## config.mk

```make
export PLATFORM = sky130hd
export DESIGN_NAME = color_code_boundary_path_flat
export DESIGN_NICKNAME = d
export VERILOG_FILES = /design/src/rtl/ccbp_pkg.sv /design/src/rtl/ccbp_if.sv /design/src/rtl/ccbp_root.sv /design/src/rtl/ccbp_path.sv /design/src/rtl/color_code_boundary_path.sv /design/src/flat_wrapper.sv
export VERILOG_INCLUDE_DIRS = /design/src /design/src/rtl
export SDC_FILE = /design/constraint.sdc
export NUM_CORES = 1
export LEC_CHECK = 0
export ABC_AREA = 1
export BUFFER_PORTS_ARGS = -buffer_cell sky130_fd_sc_hd__buf_2
export CAP_MARGIN = 20
export CELL_PAD_IN_SITES_DETAIL_PLACEMENT = 0
export CELL_PAD_IN_SITES_GLOBAL_PLACEMENT = 1
export CORE_UTILIZATION = 50
export CTS_CLUSTER_DIAMETER = 80
export CTS_CLUSTER_SIZE = 25
export DETAILED_ROUTE_END_ITERATION = 10
export PLACE_DENSITY = 0.9
export SETUP_SLACK_MARGIN = 0.15
export SLEW_MARGIN = 15
export SYNTH_ARGS = -nofsm -noshare
export SYNTH_HDL_FRONTEND = slang
export SYNTH_SLANG_ARGS = --single-unit
export TNS_END_PERCENT = 10
```

## constraint.sdc

```tcl
create_clock -name clk -period 6.4 [get_ports clk]
set_input_delay 0.32 -clock clk [delete_from_list [all_inputs] [get_ports clk]]
set_output_delay 0.32 -clock clk [all_outputs]
set_load 0.01 [all_outputs]
```

## src/rtl/assert_macros.svh

```systemverilog
// assertion helpers shared by the rtl files
// both sample on clk and are disabled while rst is high
`ifndef ASSERT_MACROS_SVH
`define ASSERT_MACROS_SVH

// plain property check
`define CCBP_ASSERT(name, prop, msg) \
  name: assert property (@(posedge clk) disable iff (rst) (prop)) else $error(msg);

// same-cycle implication check
`define CCBP_ASSERT_IMPL(name, pre, post, msg) \
  name: assert property (@(posedge clk) disable iff (rst) (pre) |-> (post)) else $error(msg);

`endif

```

## src/rtl/ccbp_pkg.sv

```systemverilog
`timescale 1ns / 1ps
// ----------------------------------------------------------------------------
// ccbp_pkg
// Shared widths, constants and types of the color code boundary path block.
// ----------------------------------------------------------------------------
package ccbp_pkg;

  localparam int CHECK_W   = 11;  // check index width
  localparam int PLAQ_W    = 10;  // plaquette number width
  localparam int DATA_W    = 12;  // data qubit index width
  localparam int CFG_W     = 6;   // rows register width
  localparam int ROW_W     = 6;   // row, column and row count width
  localparam int CNT_W     = 7;   // result count width
  localparam int TRI_W     = 11;  // triangular number width

  // divide by 3 as multiply by ceil(2^13 / 3), exact for 11-bit inputs
  localparam int RECIP3    = 2731;
  localparam int RECIP_W   = 12;
  localparam int RECIP_SH  = 13;

  localparam logic [CFG_W-1:0] ROWS_RESET = 6'd3;

  typedef enum logic [1:0] {
    COLOR_DOWN  = 2'd0,
    COLOR_LEFT  = 2'd1,
    COLOR_RIGHT = 2'd2
  } color_t;

  // decoded check handed from the root unit to the path sequencer
  typedef struct packed {
    logic             start;
    logic             err;
    color_t           color;
    logic [ROW_W-1:0] row;
    logic [ROW_W-1:0] col;
    logic [ROW_W-1:0] nrows;
  } job_t;

  typedef struct packed {
    logic idle;
  } path_status_t;

endpackage

```

## src/rtl/ccbp_if.sv

```systemverilog
`timescale 1ns / 1ps
// ----------------------------------------------------------------------------
// ccbp_if
// Valid/ready channel interfaces for check, result and configuration.
// ----------------------------------------------------------------------------
interface ccbp_in_if import ccbp_pkg::*; ();
  logic               valid;
  logic               ready;
  logic [CHECK_W-1:0] check_index;

  modport source (output valid, output check_index, input ready);
  modport sink   (input valid, input check_index, output ready);
endinterface

interface ccbp_out_if import ccbp_pkg::*; ();
  logic              valid;
  logic              ready;
  logic [DATA_W-1:0] data_index;
  logic              last;
  logic              index_error;

  modport source (output valid, output data_index, output last, output index_error,
                  input ready);
  modport sink   (input valid, input data_index, input last, input index_error,
                  output ready);
endinterface

interface ccbp_cfg_if import ccbp_pkg::*; ();
  logic             valid;
  logic             ready;
  logic [CFG_W-1:0] data;

  modport source (output valid, output data, input ready);
  modport sink   (input valid, input data, output ready);
endinterface

```

## src/rtl/ccbp_root.sv

```systemverilog
`timescale 1ns / 1ps
// ----------------------------------------------------------------------------
// ccbp_root
// Splits a check index into color and plaquette, then finds the plaquette
// row by a serial triangular root search, one add and compare per cycle.
// ----------------------------------------------------------------------------
module ccbp_root import ccbp_pkg::*; (
  input  logic             clk,
  input  logic             rst,
  input  logic [ROW_W-1:0] nrows,
  input  path_status_t     path_status,
  ccbp_in_if.sink          check,
  output job_t             job
);

  typedef enum logic [2:0] {
    R_IDLE = 3'b001,
    R_DIV  = 3'b010,
    R_ROOT = 3'b100
  } root_state_t;

  root_state_t state;

  logic [CHECK_W-1:0]         chk;
  logic [PLAQ_W-1:0]          plaq;
  logic [ROW_W-1:0]           r;
  logic [TRI_W-1:0]           tri_hi;  // (r+1)(r+2)/2
  logic [TRI_W-1:0]           tri_lo;  // r(r+1)/2

  logic [CHECK_W+RECIP_W-1:0] prod;
  logic [CHECK_W-1:0]         three_plaq;
  logic [CHECK_W-1:0]         rem;
  logic                       tri_le;
  logic [TRI_W-1:0]           tri_add;
  logic [PLAQ_W-1:0]          col_full;

  assign prod       = chk * RECIP_W'(RECIP3);
  assign three_plaq = CHECK_W'({plaq, 1'b0}) + CHECK_W'(plaq);
  assign rem        = chk - three_plaq;
  assign tri_le     = tri_hi <= TRI_W'(plaq);
  assign tri_add    = tri_hi + TRI_W'(r) + TRI_W'(2);
  assign col_full   = plaq - tri_lo[PLAQ_W-1:0];

  // hold off while a finished job is still on its way to the path unit
  assign check.ready = (state == R_IDLE) && path_status.idle && !job.start;

  always_ff @(posedge clk) begin
    if (rst) begin
      state     <= R_IDLE;
      job.start <= 1'b0;
    end else begin
      job.start <= 1'b0;
      unique case (state)
        R_IDLE: begin
          if (check.valid && check.ready) begin
            chk   <= check.check_index;
            state <= R_DIV;
          end
        end
        R_DIV: begin
          plaq   <= prod[RECIP_SH +: PLAQ_W];
          r      <= '0;
          tri_hi <= TRI_W'(1);
          tri_lo <= '0;
          state  <= R_ROOT;
        end
        R_ROOT: begin
          if (r == nrows) begin
            // row beyond the lattice
            job.start <= 1'b1;
            job.err   <= 1'b1;
            job.color <= color_t'(rem[1:0]);
            job.row   <= r;
            job.col   <= '0;
            job.nrows <= nrows;
            state     <= R_IDLE;
          end else if (tri_le) begin
            r      <= r + ROW_W'(1);
            tri_lo <= tri_hi;
            tri_hi <= tri_add;
          end else begin
            job.start <= 1'b1;
            job.err   <= 1'b0;
            job.color <= color_t'(rem[1:0]);
            job.row   <= r;
            job.col   <= col_full[ROW_W-1:0];
            job.nrows <= nrows;
            state     <= R_IDLE;
          end
        end
        default: state <= R_IDLE;
      endcase
    end
  end

endmodule

```

## src/rtl/ccbp_path.sv

```systemverilog
`timescale 1ns / 1ps
// ----------------------------------------------------------------------------
// ccbp_path
// Sets up the first data qubit index of the walk, then steps one shared
// adder per result into a registered output stage.
// ----------------------------------------------------------------------------
`include "assert_macros.svh"

module ccbp_path import ccbp_pkg::*; (
  input  logic         clk,
  input  logic         rst,
  input  job_t         job,
  output path_status_t status,
  ccbp_out_if.source   result
);

  typedef enum logic [3:0] {
    P_IDLE = 4'b0001,
    P_SQ   = 4'b0010,
    P_INIT = 4'b0100,
    P_EMIT = 4'b1000
  } path_state_t;

  path_state_t state;

  logic [ROW_W-1:0]  row;
  logic [ROW_W-1:0]  col;
  logic [ROW_W-1:0]  nrows;
  color_t            color;
  logic [DATA_W-1:0] sq;
  logic [DATA_W-1:0] acc;
  logic [CNT_W-1:0]  remaining;
  logic [ROW_W-1:0]  kk;
  logic              phase;
  logic              err_flag;

  logic              out_valid;
  logic [DATA_W-1:0] out_data;
  logic              out_last;
  logic              out_err;

  logic [DATA_W-1:0] base;
  logic [DATA_W-1:0] two_c;
  logic [DATA_W-1:0] init_acc;
  logic [CNT_W-1:0]  init_cnt;
  logic [DATA_W-1:0] addend;
  logic [DATA_W-1:0] acc_next;
  logic              load;

  // 3r^2 + 5r + 2 is the qubit index of column 0 on lattice row 3r+2
  assign base  = sq + DATA_W'({sq, 1'b0}) + DATA_W'({row, 2'b00}) + DATA_W'(row)
               + DATA_W'(2);
  assign two_c = DATA_W'({col, 1'b0});

  always_comb begin
    case (color)
      COLOR_DOWN: begin
        init_acc = base + two_c;
        init_cnt = CNT_W'({ROW_W'(nrows - row), 1'b0});
      end
      COLOR_LEFT: begin
        init_acc = base + two_c + DATA_W'(1);
        init_cnt = CNT_W'({ROW_W'(col + ROW_W'(1)), 1'b0});
      end
      default: begin
        // lattice row 3r+3 starts 2r+2 above row 3r+2
        init_acc = base + DATA_W'({row, 1'b0}) + DATA_W'(2) + two_c + DATA_W'(1);
        init_cnt = CNT_W'({ROW_W'(row - col + ROW_W'(1)), 1'b0});
      end
    endcase
  end

  always_comb begin
    case (color)
      COLOR_DOWN: begin
        if (phase) addend = DATA_W'({kk, 2'b00}) + DATA_W'(6);
        else       addend = DATA_W'({kk, 1'b0}) + DATA_W'(2);
      end
      COLOR_LEFT: addend = '1;
      default:    addend = DATA_W'(1);
    endcase
  end

  assign acc_next = acc + addend;
  assign load     = (state == P_EMIT) && (!out_valid || result.ready);

  assign status.idle        = (state == P_IDLE);
  assign result.valid       = out_valid;
  assign result.data_index  = out_data;
  assign result.last        = out_last;
  assign result.index_error = out_err;

  always_ff @(posedge clk) begin
    if (rst) begin
      state     <= P_IDLE;
      out_valid <= 1'b0;
    end else begin
      if (load) begin
        out_valid <= 1'b1;
        out_data  <= acc;
        out_last  <= (remaining == CNT_W'(1));
        out_err   <= err_flag;
      end else if (result.ready) begin
        out_valid <= 1'b0;
      end

      unique case (state)
        P_IDLE: begin
          if (job.start) begin
            row   <= job.row;
            col   <= job.col;
            nrows <= job.nrows;
            color <= job.color;
            if (job.err) begin
              acc       <= '0;
              remaining <= CNT_W'(1);
              err_flag  <= 1'b1;
              state     <= P_EMIT;
            end else begin
              err_flag <= 1'b0;
              state    <= P_SQ;
            end
          end
        end
        P_SQ: begin
          sq    <= DATA_W'(row) * DATA_W'(row);
          state <= P_INIT;
        end
        P_INIT: begin
          acc       <= init_acc;
          remaining <= init_cnt;
          kk        <= row;
          phase     <= 1'b0;
          state     <= P_EMIT;
        end
        P_EMIT: begin
          if (load) begin
            acc       <= acc_next;
            remaining <= remaining - CNT_W'(1);
            phase     <= ~phase;
            if (phase) kk <= kk + ROW_W'(1);
            if (remaining == CNT_W'(1)) state <= P_IDLE;
          end
        end
        default: state <= P_IDLE;
      endcase
    end
  end

  `CCBP_ASSERT(a_emit_count, (state == P_EMIT) |-> (remaining != '0), "emit with no result left")
  `CCBP_ASSERT_IMPL(a_err_result, out_valid && out_err, out_last && (out_data == '0), "bad flagged result")
  `CCBP_ASSERT_IMPL(a_job_idle, job.start, state == P_IDLE, "job while path busy")

endmodule

```

## src/rtl/color_code_boundary_path.sv

```systemverilog
`timescale 1ns / 1ps
// ----------------------------------------------------------------------------
// color_code_boundary_path
// Boundary path generator for one check of a triangular color code lattice.
// ----------------------------------------------------------------------------
// A check request is first divided by 3, then its plaquette row is found by a
// serial triangular root search of one add and compare per cycle; the job
// handoff register, a squaring step and a setup step compute the first data
// qubit index, and the path goes out at one result per cycle, while the result
// side stays ready, from a single stepping adder: 2 to 64 results, or one
// flagged result when the check lies outside the lattice. Check ready stays
// low from acceptance until the last result is in the output register. The
// rows register acts as MAX_ROWS above it.
module color_code_boundary_path import ccbp_pkg::*; #(
  parameter int unsigned MAX_ROWS = 32
) (
  input  logic        clk,
  input  logic        rst,
  ccbp_cfg_if.sink    cfg,
  ccbp_in_if.sink     check,
  ccbp_out_if.source  result
);

  logic [CFG_W-1:0] rows_in_use;
  logic [ROW_W-1:0] nrows;
  path_status_t     path_status;
  job_t             job;

  assign cfg.ready = 1'b1;

  always_ff @(posedge clk) begin
    if (rst) begin
      rows_in_use <= ROWS_RESET;
    end else if (cfg.valid && cfg.ready) begin
      rows_in_use <= cfg.data;
    end
  end

  assign nrows = (rows_in_use > CFG_W'(MAX_ROWS)) ? ROW_W'(MAX_ROWS) : ROW_W'(rows_in_use);

  ccbp_root u_root (
    .clk         (clk),
    .rst         (rst),
    .nrows       (nrows),
    .path_status (path_status),
    .check       (check),
    .job         (job)
  );

  ccbp_path u_path (
    .clk    (clk),
    .rst    (rst),
    .job    (job),
    .status (path_status),
    .result (result)
  );

endmodule
```

## src/flat_wrapper.sv

```systemverilog
// flat-port wrapper written by rule: the top's interface ports become plain ports
module color_code_boundary_path_flat import ccbp_pkg::*;
#(
  parameter int unsigned MAX_ROWS = 32
)
  (clk, rst, cfg_valid, cfg_data, cfg_ready, check_valid, check_check_index, check_ready, result_valid, result_data_index, result_last, result_index_error, result_ready);
  ccbp_cfg_if cfg_i ();
  ccbp_in_if check_i ();
  ccbp_out_if result_i ();
  input  logic clk;
  input  logic rst;
  input wire logic [$bits(cfg_i.valid)-1:0] cfg_valid;
  input wire logic [$bits(cfg_i.data)-1:0] cfg_data;
  output wire logic [$bits(cfg_i.ready)-1:0] cfg_ready;
  input wire logic [$bits(check_i.valid)-1:0] check_valid;
  input wire logic [$bits(check_i.check_index)-1:0] check_check_index;
  output wire logic [$bits(check_i.ready)-1:0] check_ready;
  output wire logic [$bits(result_i.valid)-1:0] result_valid;
  output wire logic [$bits(result_i.data_index)-1:0] result_data_index;
  output wire logic [$bits(result_i.last)-1:0] result_last;
  output wire logic [$bits(result_i.index_error)-1:0] result_index_error;
  input wire logic [$bits(result_i.ready)-1:0] result_ready;
  assign cfg_i.valid = cfg_valid;
  assign cfg_i.data = cfg_data;
  assign cfg_ready = cfg_i.ready;
  assign check_i.valid = check_valid;
  assign check_i.check_index = check_check_index;
  assign check_ready = check_i.ready;
  assign result_valid = result_i.valid;
  assign result_data_index = result_i.data_index;
  assign result_last = result_i.last;
  assign result_index_error = result_i.index_error;
  assign result_i.ready = result_ready;
  color_code_boundary_path #(.MAX_ROWS(MAX_ROWS)) u_core (.clk(clk), .rst(rst), .cfg(cfg_i), .check(check_i), .result(result_i));
endmodule
```

==> impl_metrics.json, run 1 <==
{
  "clockRootBuffer": "clkbuf_16",
  "final_util_pct": 56.0,
  "leakage_nw": 6.77,
  "start_kind": "flop",
  "critPathRequiredTime_ns": 6.59,
  "fin_hold_ws_ns": 0.0486,
  "cts_setup_buffers": 0,
  "period_needed_ns": 5.08,
  "core_area_um2": 25300,
  "cts_buffers": 17,
  "irDropWorstVdd_mv": 0.299,
  "synth-async-reset-ratio_pct": 0,
  "antenna_found_initial": 0,
  "overflow": 0,
  "vias": 9740,
  "cts.htree.levels": 4,
  "finClkSkew_ns": 0.0174,
  "synth-seq-area-share_pct": 34.1,
  "cts_max_path_buffers": 2,
  "synthAdderAreaFrac_pct": 27.1,
  "multi_input_area_um2": 7460,
  "grt_usage_pct": 21.8,
  "drt_pass1_iterations": 5,
  "yosysUniqueCellTypes": 58,
  "maxSlewHeadroom_pct": 36.8,
  "antenna_cells": 0,
  "synthXorXnorAreaFrac_pct": 3.94,
  "synth_simple_gate_area_share_pct": 17.2,
  "cts_tree": "built",
  "status": "completed",
  "fin_crit_sh_pct": 79.4,
  "die_x_um": 163,
  "avgRoutedWirePerCell_um": 14.8,
  "finalPower_mw": 6.52,
  "clkTransAtPathRegs_ns": 0.07,
  "ys_ff_latch": 152,
  "hp-class": "in2reg",
  "nNetsFinal": 1754,
  "cp_max_fo": 9,
  "final_cells": 1833,
  "hold_viol": 0,
  "die_area_um2": 26500,
  "post_cts_resized": 0,
  "rsz0062_at_grt": "false",
  "dp_cells": 1801,
  "syn_nets": 1705,
  "via_per_inst": 5.31,
  "grt_pass1_vias": 9711,
  "clock_latency_ns": 0.44,
  "gp_congestion": 0.874,
  "rows": 58,
  "synth_mux_area_share_pct": 0,
  "finalSetupViolCount": 0,
  "synth_compound_area_share_pct": 9.23,
  "fin_setup_tns_ns": 0,
  "nFillCells": 2246,
  "drtIter0Drc": 645,
  "critical_path_class": "reg2reg",
  "fmax_mhz": 197,
  "setup_ws_ns": 1.32,
  "grt_max_degree": 26,
  "post_dp_cell_area_um2": 13500,
  "avgSynthCellArea_um2": 8.98,
  "tightest_slew_ns": 0.944,
  "routed_wl_um": 27100,
  "drive_above_1_share_pct": 9.18,
  "post-place-ws_ns": 1.31,
  "synth_warnings": 0,
  "post-route-drc-count": 0,
  "slew_violations": 0,
  "die_h_um": 163,
  "cap_violations": 0,
  "final_area_um2": 14200,
  "critPathArrivalTime_ns": 5.27,
  "postRouteAntennaNets": 0,
  "power_density_nw_per_um2": 461,
  "ys.flop_type": "edfxtp_1",
  "seq_area_um2": 4410,
  "dpl.hpwl_um": 21600,
  "grt_pass1_wl_um": 45800,
  "synth_edf_count": 137,
  "holdBufCountCts": 0,
  "end_kind": "flop",
  "io_buffers": 37,
  "syn_to_final_growth_pct": 9.44,
  "start_util_pct": 51.2,
  "synthCells": 1441,
  "syn_area_um2": 12900,
  "num_io_pins": 39,
  "clkSinkCount": 152,
  "synth_top_family_by_area": "adder cells"
}
==> cells by family after synthesis <==
group	Yosys count
AOI/OAI and AO/OA	208
xor gates and xnor gates	56
adders and majority gates	242
buffers and inverters	286
DFF	152
other	1
and+or+nand+nor	496
==> cell usage in the layout, fill, tap and decap left out, types with 6 or more instances in the layout <==
cell type,synthesis,layout
o211ai_1,8,8
fa_1,63,63
nand2_2,18,18
buf_2,1,37
nand3_1,60,60
edfxtp_1,137,137
ha_1,179,179
o21bai_1,6,6
o21ai_0,68,68
o22ai_1,8,8
nor2_2,7,7
inv_2,10,10
a31oi_1,8,8
clkbuf_16,0,17
nand4_1,18,18
xor2_1,37,37
dfxtp_1,15,15
nand2_1,235,235
buf_4,3,8
inv_1,259,259
a21oi_1,78,77
xnor2_1,18,18
nor2_1,113,113
nor3_1,18,15
==> sequential cells by signal (all words and copies together) (netlist names), 7 cells and up <==
signal / count
u_core.u_root.job: 22
u_core.u_root.chk: 11
u_core.u_path.result.data_index: 12
u_core.u_root.tri_hi: 11
u_core.u_path.acc: 12
u_core.u_root.plaq: 10
u_core.u_path.remaining: 7
u_core.u_path.sq: 11
==> cell usage after synthesis (3+ instances only) <==
cell	instances	share of area, %
a211oi_1	3	0.17
a21o_1	3	0.17
a21oi_1	78	3.0
a31oi_1	8	0.39
buf_4	3	0.17
clkbuf_1	11	0.32
dfxtp_1	15	2.3
edfxtp_1	137	32
fa_1	63	9.8
ha_1	179	17
inv_1	259	7.5
inv_2	10	0.29
nand2_1	235	6.8
nand2_2	18	0.87
nand3_1	60	2.3
nand3_2	5	0.39
nand4_1	18	0.87
nor2_1	113	3.3
nor2_2	7	0.34
nor3_1	18	0.70
nor4_1	6	0.29
o2111ai_1	3	0.20
o211ai_1	8	0.46
o21ai_0	68	2.6
o21ai_1	5	0.19
o21bai_1	6	0.35
o221ai_1	3	0.20
o22ai_1	8	0.39
o31ai_1	3	0.17
xnor2_1	18	1.2
xor2_1	37	2.5
==> worst max-delay path, cell delays in order, from the launching register on <==
cell	delay [ns]
edfxtp_1	0.52
inv_1	0.34
fa_1	0.50
fa_1	0.51
inv_1	0.06
fa_1	0.46
nand2_1	0.11
nand2_2	0.09
nand2_1	0.08
xnor2_1	0.14
inv_1	0.08
fa_1	0.49
inv_1	0.04
ha_1	0.35
nand2_1	0.09
inv_1	0.05
a21oi_1	0.14
nand2_1	0.14
a21oi_4	0.20
nor2_2	0.05
nand2_1	0.06
nand2_1	0.05
nor2_1	0.11
nor2_1	0.04
nand2_1	0.07
nand2_1	0.05
==> power by group <==
part           leakage [nW]  total [mW]  switching (mW)  internal [mW]
clock                 0.290        1.01           0.485          0.526
combinational          5.10        4.17            2.58           1.58
sequential             1.38        1.34          0.0632           1.28
total                  6.77        6.52            3.13           3.39
==> layout make-up <==
class	count	share of cell area, %
Timing Repair Buffer	45	1.73
Clock inverter	15	1.24
Tap cell	330	2.92
Multi-Input combinational cell	1003	52.7
Inverter	271	7.19
Clock buffer	17	3.01
Sequential cell	152	31.2
==> routing by layer <==
| layer | share of wire, % | GRT usage, % |
|---|---|---|
| met3 | 3.3 | 2.50 |
| met5 | 0 | 0 |
| met4 | 2.1 | 7.14 |
| met2 | 50 | 38.9 |
| met1 | 44 | 27.2 |
==> final timing paths <==
kind	cells past startpoint	startpoint	endpoint	slack, ns
hold reg to reg	0	u_core.u_root.job[3]	u_core.u_path.nrows[3]	0.42
hold / removal	1	check_check_index[5]	u_core.u_root.chk[5]	0.05
setup / recovery	25	u_core.u_path.row[3]	u_core.u_path.acc[11]	1.32
setup reg to reg	25	u_core.u_path.row[3]	u_core.u_path.acc[11]	1.32
Power figures use the tool's default switching activity.
==> run 2, diff against run 1 <==
ABC_AREA = 0   (was 1)
CORE_UTILIZATION = 51   (was 50)
PLACE_DENSITY = 0.89   (was 0.9)
clock period = 5.23 ns   (was 6.4 ns; I/O delays follow)
==> run 2 against run 1 <==
Compared with the run above:
- die area shrank 7.7%
- final area shrank 2.6%
- final cell count shrank 15%
- critical path type unchanged
- synthesized cell count shrank 20%
==> impl_metrics.json, run 2 <==
{
  "status": "completed",
  "dpl.hpwl_um": 18300,
  "vias": 8183,
  "grt_usage_pct": 21.0,
  "core_area_um2": 23500,
  "critPathArrivalTime_ns": 5.10,
  "post_dp_cell_area_um2": 12800,
  "period_needed_ns": 4.96,
  "cts_buffers": 17,
  "start_kind": "flop",
  "critPathBufInv": 4,
  "layout_commonest_cell": "ha_1",
  "synthCells": 1146,
  "rows": 56,
  "power_density_nw_per_um2": 411,
  "path_cells": "inv_2 > fa_1 > fa_1 > inv_1 > ha_1 > a21o_1 > a21oi_2 > xnor2_1 > inv_1 > fa_1 > inv_1 > ha_1 > or3_1 > o211ai_1 > maj3_2 > nor3_2 > o311ai_2 > xnor2_1 > o22ai_1",
  "num_io_pins": 39,
  "final_area_um2": 13800,
  "clkSinkCount": 152,
  "rsz0062_at_grt": "true",
  "syn_nets": 1410,
  "gp_congestion": 0.900,
  "r2r_start": "u_core.u_path.row[1]",
  "slowest_delay_ns": 0.52,
  "critPathLaunch": "u_core.u_path.row[1]",
  "avgRoutedWirePerCell_um": 15.5,
  "synth-seq-area-share_pct": 36.3,
  "top_layer": "met4",
  "final_util_pct": 58.7,
  "grt_pass1_wl_um": 40200,
  "hp-start": "check_check_index[2]",
  "tightest_slew_ns": 1.08,
  "grt_max_degree": 26,
  "cp_slowest_cell": "fa_1",
  "post-route-drc-count": 0,
  "maxSlewHeadroom_pct": 27.5,
  "leakage_nw": 6.10,
  "synth_edf_count": 137,
  "synth.area.top_cells": "edfxtp_1, ha_1, fa_1, xnor2_1, inv_1",
  "cap_violations": 0,
  "drive_above_1_share_pct": 11.6,
  "syn_area_um2": 12200,
  "ys_ff_latch": 152,
  "clkTransAtPathRegs_ns": 0.07,
  "avgSynthCellArea_um2": 10.6,
  "dr_wl_met2_um": 12700,
  "nNetsFinal": 1484,
  "largest_reg_flops": 22,
  "start_util_pct": 51.8,
  "overflow": 0,
  "fin_crit_sh_pct": 94.7,
  "ys.flop_type": "edfxtp_1",
  "cp_max_fo": 4,
  "drtIter0Drc": 338,
  "antenna_cells": 0,
  "clockRootBuffer": "clkbuf_16",
  "hp-class": "in2reg",
  "grt_pass1_vias": 8532,
  "drt_pass1_iterations": 5,
  "cts_max_path_buffers": 2,
  "critical_path_class": "reg2reg",
  "hold_viol": 0,
  "synth-async-reset-ratio_pct": 0,
  "postRouteAntennaNets": 0,
  "irDropWorstVdd_mv": 0.544,
  "io_buffers": 37,
  "cts.htree.levels": 4,
  "die_x_um": 156,
  "fmax_mhz": 202,
  "yosysUniqueCellTypes": 61,
  "largest-register": "u_core.u_root.job",
  "slew_violations": 0,
  "fin_setup_tns_ns": 0,
  "synth.top_cell.area_share_pct": 33.8,
  "finalSetupViolCount": 0,
  "die_h_um": 156,
  "die_area_um2": 24500,
  "antenna_found_initial": 0,
  "wl_met1_um": 10500,
  "synth_most_common_cell": "ha_1",
  "cts_tree": "built",
  "via_per_inst": 5.27,
  "nFillCells": 1921,
  "layout_common_cells": "ha_1, inv_1, edfxtp_1",
  "routed_wl_um": 24000,
  "clock_latency_ns": 0.44,
  "ys_top_cells_by_count": "ha_1, inv_1, edfxtp_1",
  "finClkSkew_ns": 0.0148,
  "path_delay_family": "adder cells",
  "synth_warnings": 0,
  "end_kind": "flop",
  "critPathRequiredTime_ns": 5.38,
  "yosysTopAreaCell": "edfxtp_1",
  "syn_to_final_growth_pct": 13.3,
  "wl_met3_um": 528
}
-- run 2: cell types whose count changed in the layout (fill, tap and decap cells not counted), moves of 16 or more --
cell     previous run  this run
nor2b_1             0        24
nand4_1            18         2
nand2_1           235        39
nand2_2            18         0
a21o_1              3        25
o21ai_0            68        24
nand3_1            60        17
inv_1             259       151
a21oi_1            77        59
buf_4               8        34
xnor2_1            18        72
-- run 2: routing by layer --
layer,GRT usage (%),up-vias
li1,-,4134
met1,24.6,3918
met2,39.2,106
met3,3.18,25
met4,6.12,0
met5,0,-
-- run 2: path summary, 6_finish.rpt --
path                      endpoint  slack (ns)  cells after the start
max          u_core.u_path.acc[11]        0.27                     19
min           u_core.u_root.chk[2]        0.02                      1
max reg2reg  u_core.u_path.acc[11]        0.27                     19
min reg2reg   u_core.u_path.col[3]        0.42                      0
-- run 2: through the flow --
step                      worst slack [ns]  power [mW]  hold slack, ns  instances
after floorplan                      0.271        3.68           0.360       1146
after global placement               0.297        4.20           0.401       1494
after detailed placement             0.126        4.25           0.405       1494
after CTS                            0.120        5.52         0.00827       1536
after global routing                0.0715        6.17          0.0151       1552
final                                0.275        5.67          0.0244       1552
-- run 2: timing repair --
| item | 4_1_cts | 5_1_grt |
|---|---|---|
| pin swaps | 0 | 13 |
| setup buffers | 0 | 16 |
| hold buffers | 10 | 0 |
| setup endpoints to repair | 2 | 8 |
| resized for setup | 1 | 27 |
| endpoints found under the hold margin | 10 | 0 |
-- run 2: report_power, final --
| group | switching, mW | internal, mW | total, mW |
|---|---|---|---|
| sequential | 0.0646 | 1.50 | 1.56 |
| clock | 0.574 | 0.636 | 1.21 |
| combinational | 1.57 | 1.32 | 2.90 |
-- run 2: cells by family after synthesis --
group | Yosys count | share of synthesized area (%)
flip-flops | 152 | 36.3
buffers and inverters | 180 | 5.58
XOR/XNOR | 103 | 7.47
AO/OA/AOI/OAI | 192 | 10.2
multiplexers | 10 | 0.833
adder cells (fa/ha/maj) | 243 | 28.8
AND/OR/NAND/NOR | 265 | 10.7
other | 1 | 0.0308
-- run 2: final cells by class --
type / instances / area, um^2 / area share (%)
multi-input combinational: 814 / 7270 / 52.7
sequential: 152 / 4410 / 32.0
inverter: 153 / 574 / 4.17
timing repair buffer: 82 / 552 / 4.00
clock buffer: 17 / 425 / 3.09
tap: 319 / 399 / 2.89
clock inverter: 15 / 154 / 1.12
